**config.mk**
```make
export PLATFORM = sky130hd
export DESIGN_NAME = hsv_to_rgb_converter_unit
export DESIGN_NICKNAME = d
export VERILOG_FILES = /design/src/hdl/hsv_pkg.sv /design/src/hdl/hsv_front.sv /design/src/hdl/hsv_blend.sv /design/src/hdl/hsv_to_rgb_converter_unit.sv
export SDC_FILE = /design/constraint.sdc
export NUM_CORES = 1
export LEC_CHECK = 0
export BUFFER_PORTS_ARGS = -buffer_cell sky130_fd_sc_hd__clkbuf_2
export CORE_ASPECT_RATIO = 2
export CORE_MARGIN = 4
export CORE_UTILIZATION = 55
export CTS_CLUSTER_DIAMETER = 40
export DETAILED_ROUTE_END_ITERATION = 7
export PLACE_DENSITY_LB_ADDON = 0.05
export SYNTH_ARGS = -nofsm -noshare
export SYNTH_HDL_FRONTEND = slang
export SYNTH_HIERARCHICAL = 1
export SYNTH_SLANG_ARGS = --single-unit
```
**constraint.sdc**
```tcl
create_clock -name i_clk -period 7.6 [get_ports i_clk]
set_clock_uncertainty 0.15 [all_clocks]
set_input_delay 0.76 -clock i_clk [delete_from_list [all_inputs] [get_ports i_clk]]
set_output_delay 0.76 -clock i_clk [all_outputs]
set_load 0.005 [all_outputs]
```
**src/hdl/hsv_pkg.sv**
```systemverilog
// Package: fixed-point formats, constants and stage structs for the HSV to RGB converter.
package hsv_pkg;

    localparam int FRAC_BITS  = 8;
    localparam int UNIT_W     = FRAC_BITS + 1;
    localparam int UNIT_ONE   = 1 << FRAC_BITS;
    localparam int CHAN_W     = 16;
    localparam int OUT_W      = 9;

    localparam int HUE_TURN   = 5760;
    localparam int HUE_SECTOR = 960;
    localparam int HUE_BIAS   = HUE_TURN - (32768 % HUE_TURN);
    localparam int HX_W       = 17;
    localparam int HY_W       = HX_W - 6;
    localparam int REM_W      = 10;
    localparam int QUO_W      = 7;

    localparam int Q15_SH     = 14;
    localparam int Q15_MUL    = (1 << Q15_SH) / 15 + 1;
    localparam int Q15_MW     = 11;
    localparam int PROD1_W    = HY_W + Q15_MW;

    localparam int D6_MUL     = 43;
    localparam int D6_SH      = 8;
    localparam int D6_MW      = 6;

    localparam int FZ_W       = REM_W + FRAC_BITS - 6;
    localparam int F_SH       = FRAC_BITS + 8;
    localparam int F_MUL      = (1 << F_SH) / 15 + 1;
    localparam int F_MW       = FRAC_BITS + 5;
    localparam int PROD2_W    = FZ_W + F_MW;

    typedef logic [UNIT_W-1:0] t_unit;

    typedef enum logic [2:0] {
        SEC_RED_YEL = 3'd0,
        SEC_YEL_GRN = 3'd1,
        SEC_GRN_CYN = 3'd2,
        SEC_CYN_BLU = 3'd3,
        SEC_BLU_MAG = 3'd4,
        SEC_MAG_RED = 3'd5
    } t_sector;

    typedef struct packed {
        logic                 valid;
        logic                 grey;
        t_sector              sector;
        t_unit                sat;
        t_unit                val;
        t_unit                p_term;
        logic [PROD2_W-1:0]   fprod;
    } t_front;

    typedef struct packed {
        logic    valid;
        logic    grey;
        t_sector sector;
        t_unit   val;
        t_unit   p_term;
        t_unit   q_term;
        t_unit   t_term;
    } t_blend;

    function automatic t_unit clamp_unit(input logic [CHAN_W-1:0] raw);
        logic [CHAN_W+1:0] wide;
        wide = {2'b00, raw};
        if (raw[CHAN_W-1]) begin
            return '0;
        end else if (wide > (CHAN_W+2)'(UNIT_ONE)) begin
            return UNIT_W'(UNIT_ONE);
        end else begin
            return UNIT_W'(raw);
        end
    endfunction

    function automatic t_unit fmul(input t_unit a, input t_unit b);
        logic [2*UNIT_W-1:0] prod;
        prod = (2*UNIT_W)'(a) * (2*UNIT_W)'(b);
        return UNIT_W'(prod >> FRAC_BITS);
    endfunction

endpackage

```
**src/hdl/hsv_front.sv**
```systemverilog
// Front stages: input clamp, hue wrap into sector and remainder, fraction product, p term.
module hsv_front import hsv_pkg::*; (
    input  logic              i_clk,
    input  logic              i_rst_n,
    input  logic              i_en,
    input  logic              i_valid,
    input  logic [CHAN_W-1:0] i_hue,
    input  logic [CHAN_W-1:0] i_saturation,
    input  logic [CHAN_W-1:0] i_brightness,
    output t_front            o_front
);

    logic               r1_valid, r2_valid, r3_valid;
    logic               r1_grey, r2_grey, r3_grey;
    t_unit              r1_sat, r2_sat, r3_sat;
    t_unit              r1_val, r2_val, r3_val;
    logic [HX_W-1:0]    r1_x;
    logic [PROD1_W-1:0] r1_prod;
    logic [REM_W-1:0]   r2_rem;
    t_sector            r2_sector, r3_sector;
    t_unit              r2_p, r3_p;
    logic [PROD2_W-1:0] r3_fprod;

    t_unit              n1_sat, n1_val;
    logic [HX_W-1:0]    n1_x;
    logic [PROD1_W-1:0] n1_prod;
    logic [QUO_W-1:0]   quo;
    logic [QUO_W+D6_MW-1:0] d6_prod;
    logic [QUO_W-1:0]   d6;
    logic [HX_W-1:0]    rem_wide;
    logic [QUO_W-1:0]   sec_wide;
    logic [REM_W-1:0]   n2_rem;
    t_sector            n2_sector;
    t_unit              n2_p;
    logic [FZ_W-1:0]    fz;
    logic [PROD2_W-1:0] n3_fprod;

    // stage 1: clamp, bias hue to non-negative, hue/960 by reciprocal
    always_comb begin
        n1_sat  = clamp_unit(i_saturation);
        n1_val  = clamp_unit(i_brightness);
        n1_x    = HX_W'({~i_hue[CHAN_W-1], i_hue[CHAN_W-2:0]}) + HX_W'(HUE_BIAS);
        n1_prod = PROD1_W'(n1_x[HX_W-1:6]) * PROD1_W'(Q15_MUL);
    end

    // stage 2: remainder, sector = quotient mod 6, p term
    always_comb begin
        quo       = QUO_W'(r1_prod >> Q15_SH);
        rem_wide  = r1_x - HX_W'(quo) * HX_W'(HUE_SECTOR);
        n2_rem    = REM_W'(rem_wide);
        d6_prod   = (QUO_W+D6_MW)'(quo) * (QUO_W+D6_MW)'(D6_MUL);
        d6        = QUO_W'(d6_prod >> D6_SH);
        sec_wide  = quo - d6 * QUO_W'(6);
        n2_sector = t_sector'(sec_wide[2:0]);
        n2_p      = fmul(r1_val, t_unit'(UNIT_W'(UNIT_ONE) - r1_sat));
    end

    // stage 3: fraction numerator times reciprocal of 15
    always_comb begin
        fz       = FZ_W'(r2_rem) << (FRAC_BITS - 6);
        n3_fprod = PROD2_W'(fz) * PROD2_W'(F_MUL);
    end

    always_ff @(posedge i_clk) begin
        if (!i_rst_n) begin
            r1_valid <= 1'b0;
            r2_valid <= 1'b0;
            r3_valid <= 1'b0;
        end else if (i_en) begin
            r1_valid <= i_valid;
            r2_valid <= r1_valid;
            r3_valid <= r2_valid;
        end
    end

    always_ff @(posedge i_clk) begin
        if (i_en) begin
            r1_sat    <= n1_sat;
            r1_val    <= n1_val;
            r1_grey   <= (n1_sat == '0);
            r1_x      <= n1_x;
            r1_prod   <= n1_prod;
            r2_sat    <= r1_sat;
            r2_val    <= r1_val;
            r2_grey   <= r1_grey;
            r2_rem    <= n2_rem;
            r2_sector <= n2_sector;
            r2_p      <= n2_p;
            r3_sat    <= r2_sat;
            r3_val    <= r2_val;
            r3_grey   <= r2_grey;
            r3_sector <= r2_sector;
            r3_p      <= r2_p;
            r3_fprod  <= n3_fprod;
        end
    end

    always_comb begin
        o_front.valid  = r3_valid;
        o_front.grey   = r3_grey;
        o_front.sector = r3_sector;
        o_front.sat    = r3_sat;
        o_front.val    = r3_val;
        o_front.p_term = r3_p;
        o_front.fprod  = r3_fprod;
    end

endmodule

```
**src/hdl/hsv_blend.sv**
```systemverilog
// Blend stages: s*f and s*(1-f) products, then q and t terms.
module hsv_blend import hsv_pkg::*; (
    input  logic   i_clk,
    input  logic   i_rst_n,
    input  logic   i_en,
    input  t_front i_front,
    output t_blend o_blend
);

    logic    r4_valid, r5_valid;
    logic    r4_grey, r5_grey;
    t_sector r4_sector, r5_sector;
    t_unit   r4_val, r5_val;
    t_unit   r4_p, r5_p;
    t_unit   r4_sf, r4_s1f;
    t_unit   r5_q, r5_t;

    t_unit   frac;
    t_unit   n4_sf, n4_s1f;
    t_unit   n5_q, n5_t;

    always_comb begin
        frac   = UNIT_W'(i_front.fprod >> F_SH);
        n4_sf  = fmul(i_front.sat, frac);
        n4_s1f = fmul(i_front.sat, t_unit'(UNIT_W'(UNIT_ONE) - frac));
    end

    always_comb begin
        n5_q = fmul(r4_val, t_unit'(UNIT_W'(UNIT_ONE) - r4_sf));
        n5_t = fmul(r4_val, t_unit'(UNIT_W'(UNIT_ONE) - r4_s1f));
    end

    always_ff @(posedge i_clk) begin
        if (!i_rst_n) begin
            r4_valid <= 1'b0;
            r5_valid <= 1'b0;
        end else if (i_en) begin
            r4_valid <= i_front.valid;
            r5_valid <= r4_valid;
        end
    end

    always_ff @(posedge i_clk) begin
        if (i_en) begin
            r4_grey   <= i_front.grey;
            r4_sector <= i_front.sector;
            r4_val    <= i_front.val;
            r4_p      <= i_front.p_term;
            r4_sf     <= n4_sf;
            r4_s1f    <= n4_s1f;
            r5_grey   <= r4_grey;
            r5_sector <= r4_sector;
            r5_val    <= r4_val;
            r5_p      <= r4_p;
            r5_q      <= n5_q;
            r5_t      <= n5_t;
        end
    end

    always_comb begin
        o_blend.valid  = r5_valid;
        o_blend.grey   = r5_grey;
        o_blend.sector = r5_sector;
        o_blend.val    = r5_val;
        o_blend.p_term = r5_p;
        o_blend.q_term = r5_q;
        o_blend.t_term = r5_t;
    end

endmodule

```
**src/hdl/hsv_to_rgb_converter_unit.sv**
```systemverilog
// Top level: HSV to RGB converter, six-stage pipeline with sector select at the output.
// An accepted input transfer passes the front, blend and output stage registers in turn.
// Throughput: one transfer per cycle; every stage holds while the output is stalled.
// The rate is set by the stage pipeline; the multipliers sit in the front and blend stages.
// Reset (synchronous, active low) clears the stage valid bits only.
module hsv_to_rgb_converter_unit import hsv_pkg::*; (
    input  logic              i_clk,
    input  logic              i_rst_n,
    input  logic              i_valid,
    output logic              o_stall,
    input  logic [CHAN_W-1:0] i_hue,
    input  logic [CHAN_W-1:0] i_saturation,
    input  logic [CHAN_W-1:0] i_brightness,
    output logic              o_valid,
    input  logic              i_stall,
    output logic [OUT_W-1:0]  o_red,
    output logic [OUT_W-1:0]  o_green,
    output logic [OUT_W-1:0]  o_blue
);

    logic   en;
    t_front front;
    t_blend blend;

    logic   r6_valid;
    t_unit  r6_red, r6_green, r6_blue;
    t_unit  n6_red, n6_green, n6_blue;

    assign en      = !(r6_valid && i_stall);
    assign o_stall = !en;

    hsv_front u_front (
        .i_clk        (i_clk),
        .i_rst_n      (i_rst_n),
        .i_en         (en),
        .i_valid      (i_valid),
        .i_hue        (i_hue),
        .i_saturation (i_saturation),
        .i_brightness (i_brightness),
        .o_front      (front)
    );

    hsv_blend u_blend (
        .i_clk   (i_clk),
        .i_rst_n (i_rst_n),
        .i_en    (en),
        .i_front (front),
        .o_blend (blend)
    );

    always_comb begin
        if (blend.grey) begin
            n6_red   = blend.val;
            n6_green = blend.val;
            n6_blue  = blend.val;
        end else begin
            unique case (blend.sector)
                SEC_RED_YEL: begin
                    n6_red   = blend.val;
                    n6_green = blend.t_term;
                    n6_blue  = blend.p_term;
                end
                SEC_YEL_GRN: begin
                    n6_red   = blend.q_term;
                    n6_green = blend.val;
                    n6_blue  = blend.p_term;
                end
                SEC_GRN_CYN: begin
                    n6_red   = blend.p_term;
                    n6_green = blend.val;
                    n6_blue  = blend.t_term;
                end
                SEC_CYN_BLU: begin
                    n6_red   = blend.p_term;
                    n6_green = blend.q_term;
                    n6_blue  = blend.val;
                end
                SEC_BLU_MAG: begin
                    n6_red   = blend.t_term;
                    n6_green = blend.p_term;
                    n6_blue  = blend.val;
                end
                default: begin
                    n6_red   = blend.val;
                    n6_green = blend.p_term;
                    n6_blue  = blend.q_term;
                end
            endcase
        end
    end

    always_ff @(posedge i_clk) begin
        if (!i_rst_n) begin
            r6_valid <= 1'b0;
        end else if (en) begin
            r6_valid <= blend.valid;
        end
    end

    always_ff @(posedge i_clk) begin
        if (en) begin
            r6_red   <= n6_red;
            r6_green <= n6_green;
            r6_blue  <= n6_blue;
        end
    end

    assign o_valid = r6_valid;
    assign o_red   = OUT_W'(r6_red);
    assign o_green = OUT_W'(r6_green);
    assign o_blue  = OUT_W'(r6_blue);

endmodule

```
# Word level (Yosys, flattened, before mapping)
# Index checks and enable logic that the tools add are counted.
[totals] ff_bits=257 out_inout_bits=29 mem_bits_ro=0 latchBits=0 ramBits=0 memories=0
[classes] addsub=7 n_shift=0 n_eq_ne=4 mul=10 muxes=9 reduce_logical=8 bitwise_logic=1 div_mod_pow=0 n_lt_le_gt_ge=2
[ops] cell="$mul A9 B9 Y17" count=5
[ops] cell="$pmux W9 S3" count=3
[ops] cell="$mux W9" count=6
[ops] cell="$sub A9 B9 Y9 const A" count=4
[ops] cell="$gt A16 B9 Y1 const B" count=2
[ops] cell="$mul A10 B12 Y22 const B" count=1
[ops] cell="$mul A11 B11 Y21 const B" count=1
[ops] cell="$add A16 B11 Y17 const B" count=1
[ops] cell="$mul A7 B6 Y13 const B" count=1
[ops] cell="$reduce_or A2 Y1" count=5
[ops] cell="$sub A10 B10 Y10" count=1
[ops] cell="$logic_not A9 Y1" count=1
[ops] cell="$mul A7 B4 Y4 const B" count=1
[ops] cell="$eq A3 B2 Y1 const B" count=2
[ops] cell="$mul A5 B2 Y2 const B" count=1
[ops] cell="$eq A3 B1 Y1 const B" count=1
[ops] cell="$eq A3 B3 Y1 const B" count=1
[ops] cell="$logic_not A3 Y1" count=1
[ops] cell="$sub A3 B3 Y3" count=1
[ops] cell="$logic_and A1 B1 Y1" count=1
[ops] cell="$not A1 Y1" count=1

# Depth between registers and ports, before layout
[logic_depth] ltp_word=4 depth_mapped=21 mapped_depth_nobuf=20

# Cells and area by module
# The synthesis kept the hierarchy.
[by_module_without_submodules] module="hsv_blend" area_each_um2=12286.8 seq_area_each_um2=2442.3 cells_per_inst=1248 n_inst=1
[by_module_without_submodules] module="hsv_front" area_each_um2=10023.4 seq_area_each_um2=3963.8 cells_per_inst=842 n_inst=1
[by_module_without_submodules] module="hsv_to_rgb_converter_unit" area_each_um2=2204.6 seq_area_each_um2=830.8 cells_per_inst=185 n_inst=1

# Worst setup path before layout
# Ideal clock, no wire load.
[synth_path] path_kind="input -> output" start="input port i_stall" end="output port o_stall" n_path_buf=0 slack_ns=0.329 cell_stages=2 t_required_ns=6.690 t_arrival_ns=6.361 path_cell_list="nand2_1 inv_1"
[synth_via] elab_chain_len=1
[synth_lines] item="start, declared" line="hsv_to_rgb_converter_unit.sv:15" text="input logic i_stall,"
[synth_lines] item="$logic_and A1 B1 Y1" line="hsv_to_rgb_converter_unit.sv:29" text="assign en = !(r6_valid && i_stall);"
[synth_lines] item="end, declared" line="hsv_to_rgb_converter_unit.sv:10" text="output logic o_stall,"
# Every way passes these cells.

# Worst setup path in the final report
[layout_path] start="register u_blend.r4_sf[0]" end="register u_blend.r5_q[5] (data pin)"
[layout_via] elab_chain_len=2
[layout_lines] item="start, declared" line="hsv_blend.sv:15" text="t_unit r4_sf, r4_s1f;"
[layout_lines] item="start signal, assigned" line="hsv_blend.sv:49" text="r4_sf <= n4_sf;"
[layout_lines] item="$sub A9 B9 Y9" line="hsv_blend.sv:29" text="n5_q = fmul(r4_val, t_unit'(UNIT_W'(UNIT_ONE) - r4_sf));"
[layout_lines] item="$mul A9 B9 Y17" line="hsv_pkg.sv:78" text="prod = (2*UNIT_W)'(a) * (2*UNIT_W)'(b);"
[layout_lines] item="named net u_blend.n5_q[5]" line="hsv_blend.sv:20" text="t_unit n5_q, n5_t;"
[layout_lines] item="end signal, assigned" line="hsv_blend.sv:55" text="r5_q <= n5_q;"
[layout_lines] item="end, declared" line="hsv_blend.sv:16" text="t_unit r5_q, r5_t;"
# The timed path passes the listed nets, and every way through them passes these cells.
# A chain may end at the register's enable or synchronous reset.

==> qor.yml <==
insertion_delay_ns: 0.55
die_x_um: 156
clkSlewWorstSetupHoldPaths_ns: 0.06
use_met2_pct: 47.3
endpoint_kind: "flip-flop"
core_area_sq_um: 43200
slew_violations: 0
cts_buffers: 26
synthesis.instances: 2246
synth_area_sq_um: 24000
min_period_over_period_pct: 84.7
fmax_ghz: 0.155
drv_cap: 0
r2r_cells: 18
cts_resized: 0
drc: 0
vias: 15900
rr_endpoint: "u_blend/r5_q[5]"
clock_path_buffers: 3
multi_input_area_sq_um: 15300
fill_cells: 3703
hold_slack_ns: 0.232
worstHoldStart: "i_hue[0]"
use_met1_pct: 21.4
place.gp.congestion: 0.889
yosys_warnings: 6
drt-pass1-iter-count: 6
clock_sinks: 230
grtUsageTotal_pct: 22.9
hpwlAfterDp_um: 42500
initial_utilization_pct: 55.5
final_layout_size_suffix_gt1_share_pct: 8.17
hold_path.class: "input pin to flip-flop"
tritoncts: "yes"
postRouteAntennaNets: 0
worstReg2RegStart: "u_blend/r4_sf[0]"
cts_root_buf: "clkbuf_16"
grt_max_degree: 182
worstPathArrival_ns: 6.58
hold_depth: 1
worstSetupPathType: "flip-flop to flip-flop"
whs_endpoint: "u_front/r1_x[0]"
die_area_sq_um: 47300
grt_antenna_before_repair: 0
fin_crit_ns: 6.44
gr-total-overflow: 0
area_growth_pct: 7.12
final_common_cell: "inv_1"
numPortBuffers: 80
grt_pass1_wl_um: 86200
post_drt_via_cell_ratio: 5.51
slew_headroom_pct: 23.5
diodes: 0
cp_max_fo: 10
final_cell_mix: "inv_1 (412), ha_1 (293), fa_1 (260), and2_1 (227), edfxtp_1 (224)"
hold_viol: 0
required_ns: 7.75
tns_ns: 0
final_nets: 2912
ir_drop_mv: 0.349
seqCellArea_sq_um: 6850
powerDensity_nw_per_um2: 261
p_leak_nw: 12.8
cts_hold_buf: 0
wirelength_um: 51800
start_kind: "flip-flop"
io_pins: 81
groute.layer.met3.usage_pct: 1.91
final-setup-viol-count: 0
ff2ff_setup_slack_ns: 1.16
num_rows: 108
ctsHtreeMaxLevel: 1
worstMarginPinSlew_ns: 1.14
largestRegisters: "u_front/r1_x: 10 flops, u_front/r2_rem: 10 flops"
die_h_um: 303
synth_nets: 2851
dr.first_iter.drc_count: 655
postCtsSetupBuffers: 0
first_global_vias: 17600
syn_avg_cell_area_sq_um: 10.7
grt_busiest_layer: "met2"
rsz0062_at_grt: "false"
status: "finished, final reports clean"
wl_per_cell_um: 18.0
==> power by group <==
| group | switching (mW) | internal [mW] |
|---|---|---|
| clock network | 0.520 | 0.706 |
| logic | 1.99 | 1.46 |
| registers | 0.292 | 1.75 |
==> how the worst max path moves through the flow <==
stage                       from              end  slack, ns  cells past startpoint
6_report        u_blend/r4_sf[0]  u_blend/r5_q[5]       1.16                     18
5_1_grt         u_blend/r4_sf[0]  u_blend/r5_q[5]       0.68                     18
4_1_cts         u_blend/r4_sf[0]  u_blend/r5_q[5]       1.09                     18
3_5_place_dp    u_blend/r4_sf[0]  u_blend/r5_q[5]       1.11                     18
3_3_place_gp   u_blend/r4_s1f[0]  u_blend/r5_t[8]       1.18                     19
2_1_floorplan            i_stall          o_stall       0.62                      2
==> final cells by class <==
cell class / count / area share (%)
flip-flops and latches: 230 / 26.6
inverters: 412 / 6.01
repair buffers: 90 / 1.90
clock buffers: 36 / 2.80
multi-input cells: 1547 / 59.5
clock inverters: 12 / 0.457
well taps: 550 / 2.68
==> stage by stage <==
step	cells	setup WS (ns)	total power [mW]	area (sq um)	utilization (%)
2_1_floorplan	2246	0.619	4.59	24000	-
3_3_place_gp	2829	1.18	5.39	24900	57.5
3_5_place_dp	2829	1.11	5.53	24900	57.5
4_1_cts	2877	1.09	6.80	25700	59.5
5_1_grt	2877	0.677	7.31	25700	59.5
6_report	2877	1.16	6.72	25700	59.5
==> worst max-delay path, cell delays in order (launching register included) <==
cell      delay [ns]
edfxtp_1        0.53
inv_1           0.11
ha_1            0.18
or3b_2          0.51
nor4b_2         0.34
xor2_1          0.48
nand2_1         0.16
fa_1            0.52
fa_1            0.54
inv_1           0.05
fa_1            0.53
inv_1           0.05
fa_1            0.53
inv_1           0.04
ha_1            0.35
nand3_1         0.14
o31ai_1         0.60
a311oi_1        0.21
xnor2_1         0.16
==> routing by layer <==
metal / wire length (um) / up-vias
li1: - / 7480
met1: 16600 / 7912
met2: 31000 / 311
met3: 1280 / 150
met4: 3020 / 0
met5: 0 / -
Power figures use the tool's default switching activity.
